===== src/rtl/core/eust_pkg.sv =====
// Shared types and constants for the summer time converter.
`timescale 1ns / 1ps

package eust_pkg;

	localparam int unsigned TimeW   = 32;
	localparam int unsigned OffW    = 17;
	localparam int unsigned LocalW  = 34;
	localparam int unsigned YearW   = 12;
	localparam int unsigned MonthW  = 4;
	localparam int unsigned DayW    = 5;
	localparam int unsigned DaysW   = 16;
	localparam int unsigned DoeW    = 18;
	localparam int unsigned YoeW    = 9;
	localparam int unsigned DoyW    = 9;
	localparam int unsigned WdayW   = 3;

	// configuration register indexes
	localparam logic CFG_WINTER = 1'b0;
	localparam logic CFG_SUMMER = 1'b1;

	localparam logic [OffW-1:0] WINTER_RESET = 17'd3600;
	localparam logic [OffW-1:0] SUMMER_RESET = 17'd7200;

	// floor(x/d) = (x*ceil(2^k/d)) >> k, exact over the ranges used
	localparam int unsigned DAY_K = 35;          // (t>>7)/675, t>>7 < 2^25
	localparam logic [25:0] DAY_RECIP = 26'(((64'd1 << DAY_K) + 64'd674) / 64'd675);
	localparam int unsigned W7_K = 19;           // x/7, x < 2^16
	localparam logic [16:0] W7_RECIP = 17'(((64'd1 << W7_K) + 64'd6) / 64'd7);
	localparam int unsigned Q1460_K = 29;        // doe/1460
	localparam logic [18:0] Q1460_RECIP = 19'(((64'd1 << Q1460_K) + 64'd1459) / 64'd1460);
	localparam int unsigned Q365_K = 28;         // numer/365
	localparam logic [19:0] Q365_RECIP = 20'(((64'd1 << Q365_K) + 64'd364) / 64'd365);
	localparam int unsigned Q153_K = 19;         // (5*doy+2)/153
	localparam logic [11:0] Q153_RECIP = 12'(((64'd1 << Q153_K) + 64'd152) / 64'd153);

	localparam logic [19:0] EPOCH_SHIFT = 20'd719468;
	localparam logic [19:0] ERA5_START  = 20'd730485;
	localparam logic [19:0] ERA4_START  = 20'd584388;

	typedef struct packed {
		logic [TimeW-1:0]  t;
		logic [YearW-1:0]  year;
		logic [MonthW-1:0] month;
		logic [DayW-1:0]   day;
		logic [WdayW-1:0]  wday;   // weekday of the date, 0 is Sunday
	} civil_t;

	// first day of month mp in a March-based year: (153*mp+2)/5
	function automatic logic [DoyW-1:0] month_start(input logic [3:0] mp);
		logic [DoyW-1:0] r;
		case (mp)
			4'd0:    r = 9'd0;
			4'd1:    r = 9'd31;
			4'd2:    r = 9'd61;
			4'd3:    r = 9'd92;
			4'd4:    r = 9'd122;
			4'd5:    r = 9'd153;
			4'd6:    r = 9'd184;
			4'd7:    r = 9'd214;
			4'd8:    r = 9'd245;
			4'd9:    r = 9'd275;
			4'd10:   r = 9'd306;
			4'd11:   r = 9'd337;
			default: r = 9'd0;
		endcase
		return r;
	endfunction

endpackage


===== src/rtl/core/eust_date.sv =====
// Seven-stage pipeline from Unix seconds to Gregorian date and weekday.
`timescale 1ns / 1ps

module eust_date (
	input  logic                            clk,
	input  logic                            arst_n,
	input  logic                            en,
	input  logic                            in_valid,
	input  logic [eust_pkg::TimeW-1:0]      unix_seconds,
	output logic                            out_valid,
	output eust_pkg::civil_t                civil
);

	logic [6:0] valid_s;

	// stage 1: day number
	logic [50:0] day_prod;
	logic [eust_pkg::DaysW-1:0] days_s1;
	logic [eust_pkg::TimeW-1:0] t_s1, t_s2, t_s3, t_s4, t_s5, t_s6;

	// stage 2: era, day of era, weekday
	logic [19:0] z;
	logic        era5_c;
	logic [eust_pkg::DaysW-1:0] wx;
	logic [32:0] wprod;
	logic [13:0] wq;
	logic [eust_pkg::DoeW-1:0] doe_s2, doe_s3, doe_s4;
	logic era5_s2, era5_s3, era5_s4, era5_s5, era5_s6;
	logic [eust_pkg::WdayW-1:0] wday_s2, wday_s3, wday_s4, wday_s5, wday_s6;

	// stage 3: numerator of year of era
	logic [36:0] p1460;
	logic [7:0]  q1460;
	logic [2:0]  q36524;
	logic        q146096;
	logic [eust_pkg::DoeW-1:0] numer_s3;

	// stage 4: year of era
	logic [37:0] p365;
	logic [eust_pkg::YoeW-1:0] yoe_s4, yoe_s5, yoe_s6;

	// stage 5: day of year
	logic [eust_pkg::DoeW-1:0] yoe_days;
	logic [1:0] yoe_cent;
	logic [eust_pkg::DoyW-1:0] doy_s5, doy_s6;

	// stage 6: March-based month
	logic [10:0] mx;
	logic [22:0] mprod;
	logic [3:0]  mp_s6;

	// stage 7: civil date
	logic [eust_pkg::MonthW-1:0] mon_c;
	logic [eust_pkg::YearW-1:0]  year_c;
	logic [eust_pkg::DayW-1:0]   day_c;
	eust_pkg::civil_t            civil_s7;

	assign day_prod = 51'(unix_seconds[31:7]) * 51'(eust_pkg::DAY_RECIP);

	assign z      = 20'(days_s1) + eust_pkg::EPOCH_SHIFT;
	assign era5_c = (z >= eust_pkg::ERA5_START);
	assign wx     = days_s1 + 16'd4;
	assign wprod  = 33'(wx) * 33'(eust_pkg::W7_RECIP);
	assign wq     = wprod[32:19];

	assign p1460   = 37'(doe_s2) * 37'(eust_pkg::Q1460_RECIP);
	assign q1460   = p1460[36:29];
	assign q36524  = 3'(doe_s2 >= 18'd36524) + 3'(doe_s2 >= 18'd73048)
	               + 3'(doe_s2 >= 18'd109572) + 3'(doe_s2 >= 18'd146096);
	assign q146096 = (doe_s2 == 18'd146096);

	assign p365 = 38'(numer_s3) * 38'(eust_pkg::Q365_RECIP);

	assign yoe_cent = 2'(yoe_s4 >= 9'd100) + 2'(yoe_s4 >= 9'd200) + 2'(yoe_s4 >= 9'd300);
	assign yoe_days = 18'(yoe_s4) * 18'd365 + 18'(yoe_s4[8:2]) - 18'(yoe_cent);

	assign mx    = 11'(doy_s5) * 11'd5 + 11'd2;
	assign mprod = 23'(mx) * 23'(eust_pkg::Q153_RECIP);

	always_comb begin
		mon_c  = (mp_s6 < 4'd10) ? mp_s6 + 4'd3 : mp_s6 - 4'd9;
		day_c  = 5'(doy_s6 - eust_pkg::month_start(mp_s6) + 9'd1);
		year_c = 12'(yoe_s6) + (era5_s6 ? 12'd2000 : 12'd1600)
		       + 12'(mon_c <= 4'd2);
	end

	always_ff @(posedge clk or negedge arst_n) begin
		if (!arst_n) begin
			valid_s <= '0;
		end else if (en) begin
			valid_s <= {valid_s[5:0], in_valid};
		end
	end

	always_ff @(posedge clk) begin
		if (en) begin
			days_s1 <= day_prod[50:35];
			t_s1    <= unix_seconds;

			doe_s2  <= 18'(z - (era5_c ? eust_pkg::ERA5_START : eust_pkg::ERA4_START));
			era5_s2 <= era5_c;
			wday_s2 <= 3'(wx - 16'(wq * 14'd7));
			t_s2    <= t_s1;

			numer_s3 <= doe_s2 - 18'(q1460) + 18'(q36524) - 18'(q146096);
			doe_s3   <= doe_s2;
			era5_s3  <= era5_s2;
			wday_s3  <= wday_s2;
			t_s3     <= t_s2;

			yoe_s4  <= p365[36:28];
			doe_s4  <= doe_s3;
			era5_s4 <= era5_s3;
			wday_s4 <= wday_s3;
			t_s4    <= t_s3;

			doy_s5  <= 9'(doe_s4 - yoe_days);
			yoe_s5  <= yoe_s4;
			era5_s5 <= era5_s4;
			wday_s5 <= wday_s4;
			t_s5    <= t_s4;

			mp_s6   <= mprod[22:19];
			doy_s6  <= doy_s5;
			yoe_s6  <= yoe_s5;
			era5_s6 <= era5_s5;
			wday_s6 <= wday_s5;
			t_s6    <= t_s5;

			civil_s7.t     <= t_s6;
			civil_s7.year  <= year_c;
			civil_s7.month <= mon_c;
			civil_s7.day   <= day_c;
			civil_s7.wday  <= wday_s6;
		end
	end

	assign out_valid = valid_s[6];
	assign civil     = civil_s7;

endmodule


===== src/rtl/core/eust_dst.sv =====
// Summer time decision, offset choice and local time sum (two stages).
`timescale 1ns / 1ps

module eust_dst (
	input  logic                               clk,
	input  logic                               arst_n,
	input  logic                               en,
	input  logic                               in_valid,
	input  eust_pkg::civil_t                   civil,
	input  logic [eust_pkg::OffW-1:0]          winter_off,
	input  logic [eust_pkg::OffW-1:0]          summer_off,
	output logic                               out_valid,
	output logic                               summer_active,
	output logic signed [eust_pkg::OffW-1:0]   applied_offset,
	output logic signed [eust_pkg::LocalW-1:0] local_seconds,
	output logic [eust_pkg::YearW-1:0]         civil_year,
	output logic [eust_pkg::MonthW-1:0]        civil_month,
	output logic [eust_pkg::DayW-1:0]          civil_day
);

	logic valid_s8, valid_s9;

	logic [5:0]  wsum;
	logic [11:0] wsprod;
	logic [2:0]  wsq;
	logic [2:0]  wday31;
	logic [4:0]  last_sun;
	logic        summer_c;

	logic                        summer_s8, summer_s9;
	logic [eust_pkg::OffW-1:0]   off_s8, off_s9;
	eust_pkg::civil_t            civil_s8;
	logic [eust_pkg::LocalW-1:0] local_s9;
	eust_pkg::civil_t            civil_s9;

	// weekday of the 31st, then the last Sunday of the month
	assign wsum     = 6'(civil.wday) + 6'd31 - 6'(civil.day);
	assign wsprod   = 12'(wsum) * 12'd37;
	assign wsq      = wsprod[10:8];
	assign wday31   = 3'(wsum - 6'(wsq * 3'd7));
	assign last_sun = 5'd31 - 5'(wday31);

	always_comb begin
		case (civil.month)
			4'd3:    summer_c = (civil.day >= last_sun);
			4'd10:   summer_c = (civil.day < last_sun);
			default: summer_c = civil.month inside {[4'd4:4'd9]};
		endcase
	end

	always_ff @(posedge clk or negedge arst_n) begin
		if (!arst_n) begin
			valid_s8 <= 1'b0;
			valid_s9 <= 1'b0;
		end else if (en) begin
			valid_s8 <= in_valid;
			valid_s9 <= valid_s8;
		end
	end

	always_ff @(posedge clk) begin
		if (en) begin
			summer_s8 <= summer_c;
			off_s8    <= summer_c ? summer_off : winter_off;
			civil_s8  <= civil;

			summer_s9 <= summer_s8;
			off_s9    <= off_s8;
			local_s9  <= {2'b00, civil_s8.t} + {{17{off_s8[16]}}, off_s8};
			civil_s9  <= civil_s8;
		end
	end

	assign out_valid      = valid_s9;
	assign summer_active  = summer_s9;
	assign applied_offset = off_s9;
	assign local_seconds  = local_s9;
	assign civil_year     = civil_s9.year;
	assign civil_month    = civil_s9.month;
	assign civil_day      = civil_s9.day;

endmodule


===== src/rtl/core/eu_summer_time_from_unix_seconds.sv =====
// Top level: European summer time and civil date from a UTC Unix time.
//
//   channel   direction  handshake              payload
//   input     in         in_valid / in_stall    unix_seconds
//   result    out        out_valid / out_stall  summer_active, applied_offset,
//                                               local_seconds, civil_year,
//                                               civil_month, civil_day
//   config    in         cfg_we                 cfg_index, cfg_data
//
// One item per cycle while no result is held.
// The nine pipeline stages advance together; a held result stalls all of them.
// Reset clears the stage valid bits and loads the offsets with 3600 and 7200.
// Offset registers are read at stage 8, so write them only while idle.
`timescale 1ns / 1ps

module eu_summer_time_from_unix_seconds (
	input  logic                               clk,
	input  logic                               arst_n,
	input  logic                               in_valid,
	output logic                               in_stall,
	input  logic [eust_pkg::TimeW-1:0]         unix_seconds,
	output logic                               out_valid,
	input  logic                               out_stall,
	output logic                               summer_active,
	output logic signed [eust_pkg::OffW-1:0]   applied_offset,
	output logic signed [eust_pkg::LocalW-1:0] local_seconds,
	output logic [eust_pkg::YearW-1:0]         civil_year,
	output logic [eust_pkg::MonthW-1:0]        civil_month,
	output logic [eust_pkg::DayW-1:0]          civil_day,
	input  logic                               cfg_we,
	input  logic                               cfg_index,
	input  logic [eust_pkg::OffW-1:0]          cfg_data
);

	logic en;
	logic date_valid;
	eust_pkg::civil_t civil;
	logic [eust_pkg::OffW-1:0] winter_q, summer_q;

	assign en       = !(out_valid && out_stall);
	assign in_stall = !en;

	always_ff @(posedge clk or negedge arst_n) begin
		if (!arst_n) begin
			winter_q <= eust_pkg::WINTER_RESET;
			summer_q <= eust_pkg::SUMMER_RESET;
		end else if (cfg_we) begin
			case (cfg_index)
				eust_pkg::CFG_WINTER: winter_q <= cfg_data;
				eust_pkg::CFG_SUMMER: summer_q <= cfg_data;
				default: ;
			endcase
		end
	end

	eust_date u_date (
		.clk          (clk),
		.arst_n       (arst_n),
		.en           (en),
		.in_valid     (in_valid),
		.unix_seconds (unix_seconds),
		.out_valid    (date_valid),
		.civil        (civil)
	);

	eust_dst u_dst (
		.clk            (clk),
		.arst_n         (arst_n),
		.en             (en),
		.in_valid       (date_valid),
		.civil          (civil),
		.winter_off     (winter_q),
		.summer_off     (summer_q),
		.out_valid      (out_valid),
		.summer_active  (summer_active),
		.applied_offset (applied_offset),
		.local_seconds  (local_seconds),
		.civil_year     (civil_year),
		.civil_month    (civil_month),
		.civil_day      (civil_day)
	);

endmodule


===== config.mk =====
export PLATFORM = sky130hd
export DESIGN_NAME = eu_summer_time_from_unix_seconds
export DESIGN_NICKNAME = d
export VERILOG_FILES = /design/src/rtl/core/eust_pkg.sv /design/src/rtl/core/eust_date.sv /design/src/rtl/core/eust_dst.sv /design/src/rtl/core/eu_summer_time_from_unix_seconds.sv
export SDC_FILE = /design/constraint.sdc
export NUM_CORES = 2
export LEC_CHECK = 0
export ABC_CLOCK_PERIOD_IN_PS = 24300
export BUFFER_PORTS_ARGS = -buffer_cell sky130_fd_sc_hd__buf_2
export CORE_ASPECT_RATIO = 1.5
export CORE_MARGIN = 3
export CORE_UTILIZATION = 35
export DETAILED_ROUTE_END_ITERATION = 12
export PLACE_DENSITY = 0.51
export SLEW_MARGIN = 20
export SYNTH_ARGS = -nofsm -noshare
export SYNTH_HDL_FRONTEND = slang
export SYNTH_SLANG_ARGS = --single-unit

===== constraint.sdc =====
create_clock -name clk -period 24.3 [get_ports clk]
set_input_delay 7.29 -clock clk [delete_from_list [all_inputs] [get_ports clk]]
set_output_delay 7.29 -clock clk [all_outputs]
set_load 0.005 [all_outputs]

## After elaboration in Yosys (flattened, before gate mapping)

Memory sizes are Yosys's and may differ from the RTL's. A register that Yosys moved wholly into a read port is not among the register bits.
Index checks and enable logic that the tools add are counted.

| word-level totals | value |
|---|---|
| output and inout bits | 75 |
| bits in latches | 0 |
| bits of input ports | 55 |
| flip-flop bits (word level) | 570 |
| ROM bits | 144 |
| bits in writable memories | 0 |
| logic and storage cells | 115 |
| memories kept | 1 |

Memory list:

| name | depth | bits a word | rd ports | clocked after Yosys merged registers in | write ports | RTL line | text |
|---|---|---|---|---|---|---|---|
| (no name shown) | 16 | 9 | 1 | 1 | 0 | eust_pkg.sv:52 | `case (mp)` |

| operators by class | value |
|---|---|
| add/sub/neg operators | 27 |
| eq/ne operators | 3 |
| bitwise logic cells | 1 |
| mux-type cells | 6 |
| div/mod/pow operators | 0 |
| shifts and indexed selects | 0 |
| reductions and logical operators | 4 |
| order comparisons | 14 |
| multiply operators | 10 |

Operators with widths:

| cell | count |
|---|---|
| multiplier 25 x 26 -> 51 bit (second input constant) | 1 |
| >= comparator 18 x 17 -> 1 bit (second input constant) | 2 |
| adder 33 x 17 -> 34 bit | 1 |
| multiplier 18 x 16 -> 34 bit (second input constant) | 1 |
| multiplier 16 x 17 -> 33 bit (second input constant) | 1 |
| multiplier 18 x 16 -> 33 bit (second input constant) | 1 |
| multiplier 11 x 12 -> 23 bit (second input constant) | 1 |
| adder 16 x 20 -> 20 bit (second input constant) | 1 |
| >= comparator 20 bit (second input constant) | 1 |
| adder 18 x 3 -> 18 bit | 1 |
| equality test 18 bit (second input constant) | 1 |
| >= comparator 18 x 16 -> 1 bit (second input constant) | 1 |
| >= comparator 18 bit (second input constant) | 1 |
| 2-to-1 mux 18 bit | 1 |
| subtractor 18 x 1 -> 18 bit | 1 |
| subtractor 18 bit | 1 |
| subtractor 18 x 8 -> 18 bit | 1 |
| 2-to-1 mux 17 bit | 1 |
| adder 16 x 3 -> 16 bit (second input constant) | 1 |
| multiplier 14 x 3 -> 3 bit (second input constant) | 1 |
| adder 12 x 1 -> 12 bit | 1 |
| adder 9 x 12 -> 12 bit | 1 |
| adder 11 x 2 -> 11 bit (second input constant) | 1 |
| multiplier 6 x 6 -> 11 bit (second input constant) | 1 |
| 34 further kinds | 40 |

## Logic depth before layout (Yosys ltp)

| depth | value |
|---|---|
| depth after elaboration | 9 |
| depth in mapped cells | 37 |
| mapped depth without buffers | 37 |

## By module

From an unflattened synthesis, not the netlist that was laid out.

| second synthesis, totals | value |
|---|---|
| cells, all modules | 3,916 |
| area total of the unflattened synthesis | 49,065.8 µm² |

Modules (own cells, without submodules):

| module | area an instance (µm²) | times used | sequential area each (µm²) | cells each |
|---|---|---|---|---|
| eust_date | 40,696.5 | 1 | 11,776.3 | 3,344 |
| eust_dst | 7,025.5 | 1 | 4,374.2 | 497 |
| eu_summer_time_from_unix_seconds | 1,343.8 | 1 | 860.8 | 75 |

## Least setup slack after synthesis

OpenSTA, ideal clock, no wires.

| timing path | value |
|---|---|
| path kind | input port to flip-flop |
| start point | input port out_stall |
| end point | register with a tool-made name |
| cell stages on the path | 8 |
| buffers on the path | 2 |
| setup time | 0.117 ns |
| setup slack | -0.686 ns |
| arrival | 24.869 ns |
| required time | 24.183 ns |
| cells stage by stage | nand2_1 -> clkbuf_1 -> clkbuf_1 -> mux2i_1 -> ha_1 -> o21ai_0 -> o31ai_1 -> a22o_1 |

RTL lines:

| element | RTL line | text |
|---|---|---|
| from (decl) | eu_summer_time_from_unix_seconds.sv:23 | `input logic out_stall,` |

## Worst setup path in the final report

| timing path | value |
|---|---|
| start point | input port out_stall |
| end point | output port in_stall |

| between the ends | value |
|---|---|
| word-level cells in the longest chain between the ends | 1 |

RTL lines:

| element | RTL line | text |
|---|---|---|
| logical AND 1 bit | eu_summer_time_from_unix_seconds.sv:40 | `assign en = !(out_valid && out_stall);` |
| to (decl) | eu_summer_time_from_unix_seconds.sv:20 | `output logic in_stall,` |

No other way between the ends.

==> results.cfg <==
[final_layout]
multi_input_area_um2 = 28400
diodes = 0
fillerInstances = 13200
fin_cells = 5981
layout-drive-gt1-share = 0.0832
finalNetCount = 5573
synthToLayoutAreaGrowth_pct = 10.3
finish.instance_area_um2 = 53800
ff_latch_area_um2 = 17000

[placement]
gp_congestion = 0.859
dpl-instance-area_um2 = 51800
io_buffers = 129
hpwl_um = 81000
dp_slack_ns = 8.58
placed_cells = 5871

[setup_path]
start_kind = primary input
crit_arrival_ns = 8.34
cp.required_ns = 17.01
path_class = primary input to output pin
end_kind = output pin
critPathMaxFanout = 68

[run_status]
status = finished clean

[timing]
fin_ws_ns = 8.67
slew_violations = 0
rsz0062_at_grt = no
max_freq_mhz = 64.0
fin_crit_sh = 0.643
setup_viol = 0
maxSlewHeadroom = 0.327
skew_ns = 0.0520
final_hold_viol_count = 0
worst_pin_slew_ns = 1.01
period_needed_ns = 15.63
tns_ns = 0

[hold_path]
min_path_type = flip-flop to flip-flop

[routing]
wl_per_cell_um = 16.6
vias = 27200
drt-pass1-iter-count = 5
ant_nets = 0
drc = 0
drt_wl_total_um = 99500
drt_iter0_drc = 1007
via_per_inst = 4.55

[synthesis]
yosys_most_used_dff = edfxtp_1
synth_cell_types = 77
seq_area_frac_synth = 0.349
yosys-top-cells-count = ha_1 (944), inv_1 (868), edfxtp_1 (527)
synthTopCellsByArea = edfxtp_1 (32%), ha_1 (24%), fa_1 (21%)
mappedNetlistArea_um2 = 48700
yosysTopAreaCell = edfxtp_1
synthCells = 3879
syn-num-nets = 5380
synth_area_per_cell_um2 = 12.6
synth_seq_cells = 575
synthDominantCellAreaShare = 0.325
yosysMostFrequentCell = ha_1
ys_async_sr_fraction = 0.0748
ys_warn_count = 0
synth_edf_count = 527

[cts]
cts_tree = done
cts_buffer_depth = 3
post_cts_buffers = 0
htree_num_levels = 2
cts_resized = 0
cts.clk_slew.worst_paths_ns = 0.06
cts.sink_count = 575
numCtsBuffers = 58
clkLatencyLatePin_ns = 0.66
postCtsHoldBufs = 0
cts.root.buffer_cell = clkbuf_16

[global_routing]
grt_usage = 0.142
antenna_found_initial = 4
grt_first_pass_wirelength_um = 161000
grt_pass1_vias = 30000
gr-total-overflow = 0
grt_max_degree = 83

[floorplanning]
fp.coreArea_um2 = 138000
dieArea_um2 = 144000
chipWidth_um = 311
start_util = 0.353
pin_count = 130
die_h_um = 463
fp-row-count = 167

[job]
drv_cap = 0
## flip-flops by register name, summed over array words and instances (netlist names), 32 cells and up, named ones only
signal,flops
u_date.civil,56
u_date.t_s1,32
u_date.t_s2,32
u_date.t_s3,32
u_date.t_s4,32
u_date.t_s5,32
u_date.t_s6,32
u_dst.civil_s8,53
u_dst.local_seconds,34
## per-stage QoR
step,hold WS [ns],utilization
final,0.385,0.389
after global routing,0.390,0.389
after CTS,0.387,0.389
after detailed placement,0.405,0.375
after global placement,0.401,0.375
after floorplan,0.400,-
## routing by layer
layer / track usage / wire length (µm)
met5: 0 / 19
met4: 0.0384 / 2660
met3: 0.0166 / 2740
met2: 0.280 / 55100
met1: 0.160 / 39000
## cell usage in the layout (no fill, tap or decap), types with 5 or more instances in the layout
cell        synthesis  final
inv_1             868    868
clkbuf_16           0     58
fa_1              502    502
a21boi_0            9      9
ha_1              944    944
clkinv_4            0     11
buf_4               0     20
clkinvlp_4          0      9
xnor2_1           136    136
a31o_2              5      5
o21bai_1           11     11
nor4_1              7      7
nand2_1            78     77
a31oi_1             6      6
dfxtp_1             5      5
o21a_1             24     24
dfrtp_1            35     35
a21oi_1           110    109
o211ai_1            8      8
bufinv_16           0      5
o31ai_1             8      8
clkinv_1            0     11
mux2_2             61     61
xor2_1             49     49
nor2_1             99     99
and3_1             11     11
nand3_1            32     32
a211oi_1           11     11
clkinv_2            0      9
nor2b_1            28     28
nand4_1            21     21
edfxtp_1          527    527
buf_2               2    128
nand2b_1           23     23
o21ai_0            67     67
dfstp_2             8      8
a21o_1             53     53
or2_2               6      6
nor3_1             27     27
## final timing paths
path                                        from                  end  slack [ns]  depth (start not counted)
worst min register to register  u_date.yoe_s5[8]     u_date.yoe_s6[8]        0.39                          0
min in group asynchronous                 arst_n    u_date.valid_s[5]        6.63                          1
worst max-delay path                   out_stall             in_stall        8.67                          4
worst max register to register  u_date.doe_s2[3]  u_date.numer_s3[16]       13.59                         33
max in group asynchronous                 arst_n          summer_q[2]       17.26                          1
worst min-delay path            u_date.yoe_s5[8]     u_date.yoe_s6[8]        0.39                          0
## cell type report
cell class                 count  share of cell area
multi-input combinational   2421               0.529
clock buffer                  60              0.0271
tap                         1859              0.0433
timing repair buffer         148              0.0147
sequential                   575               0.316
inverter                     868              0.0606
clock inverter                50             0.00910
## kinds of logic (layout without fill, tap and decap cells)
logic type      Yosys count  in the layout  synth area share
xor+xnor                185            185            0.0332
buf+inv                 883           1126            0.0680
fa+ha+maj              1446           1446             0.448
compound gates          371            371            0.0507
simple gates            353            353            0.0353
mux                      66             66            0.0152
flops                   575            575             0.349
## critical path, stage by stage
cell and delay (ns):
buf_2 0.11, nand2_4 0.60, inv_1 0.15, buf_2 0.17
Power is not shown: default switching activity piles up to over one toggle a cycle in this logic, so the estimate is an artifact.
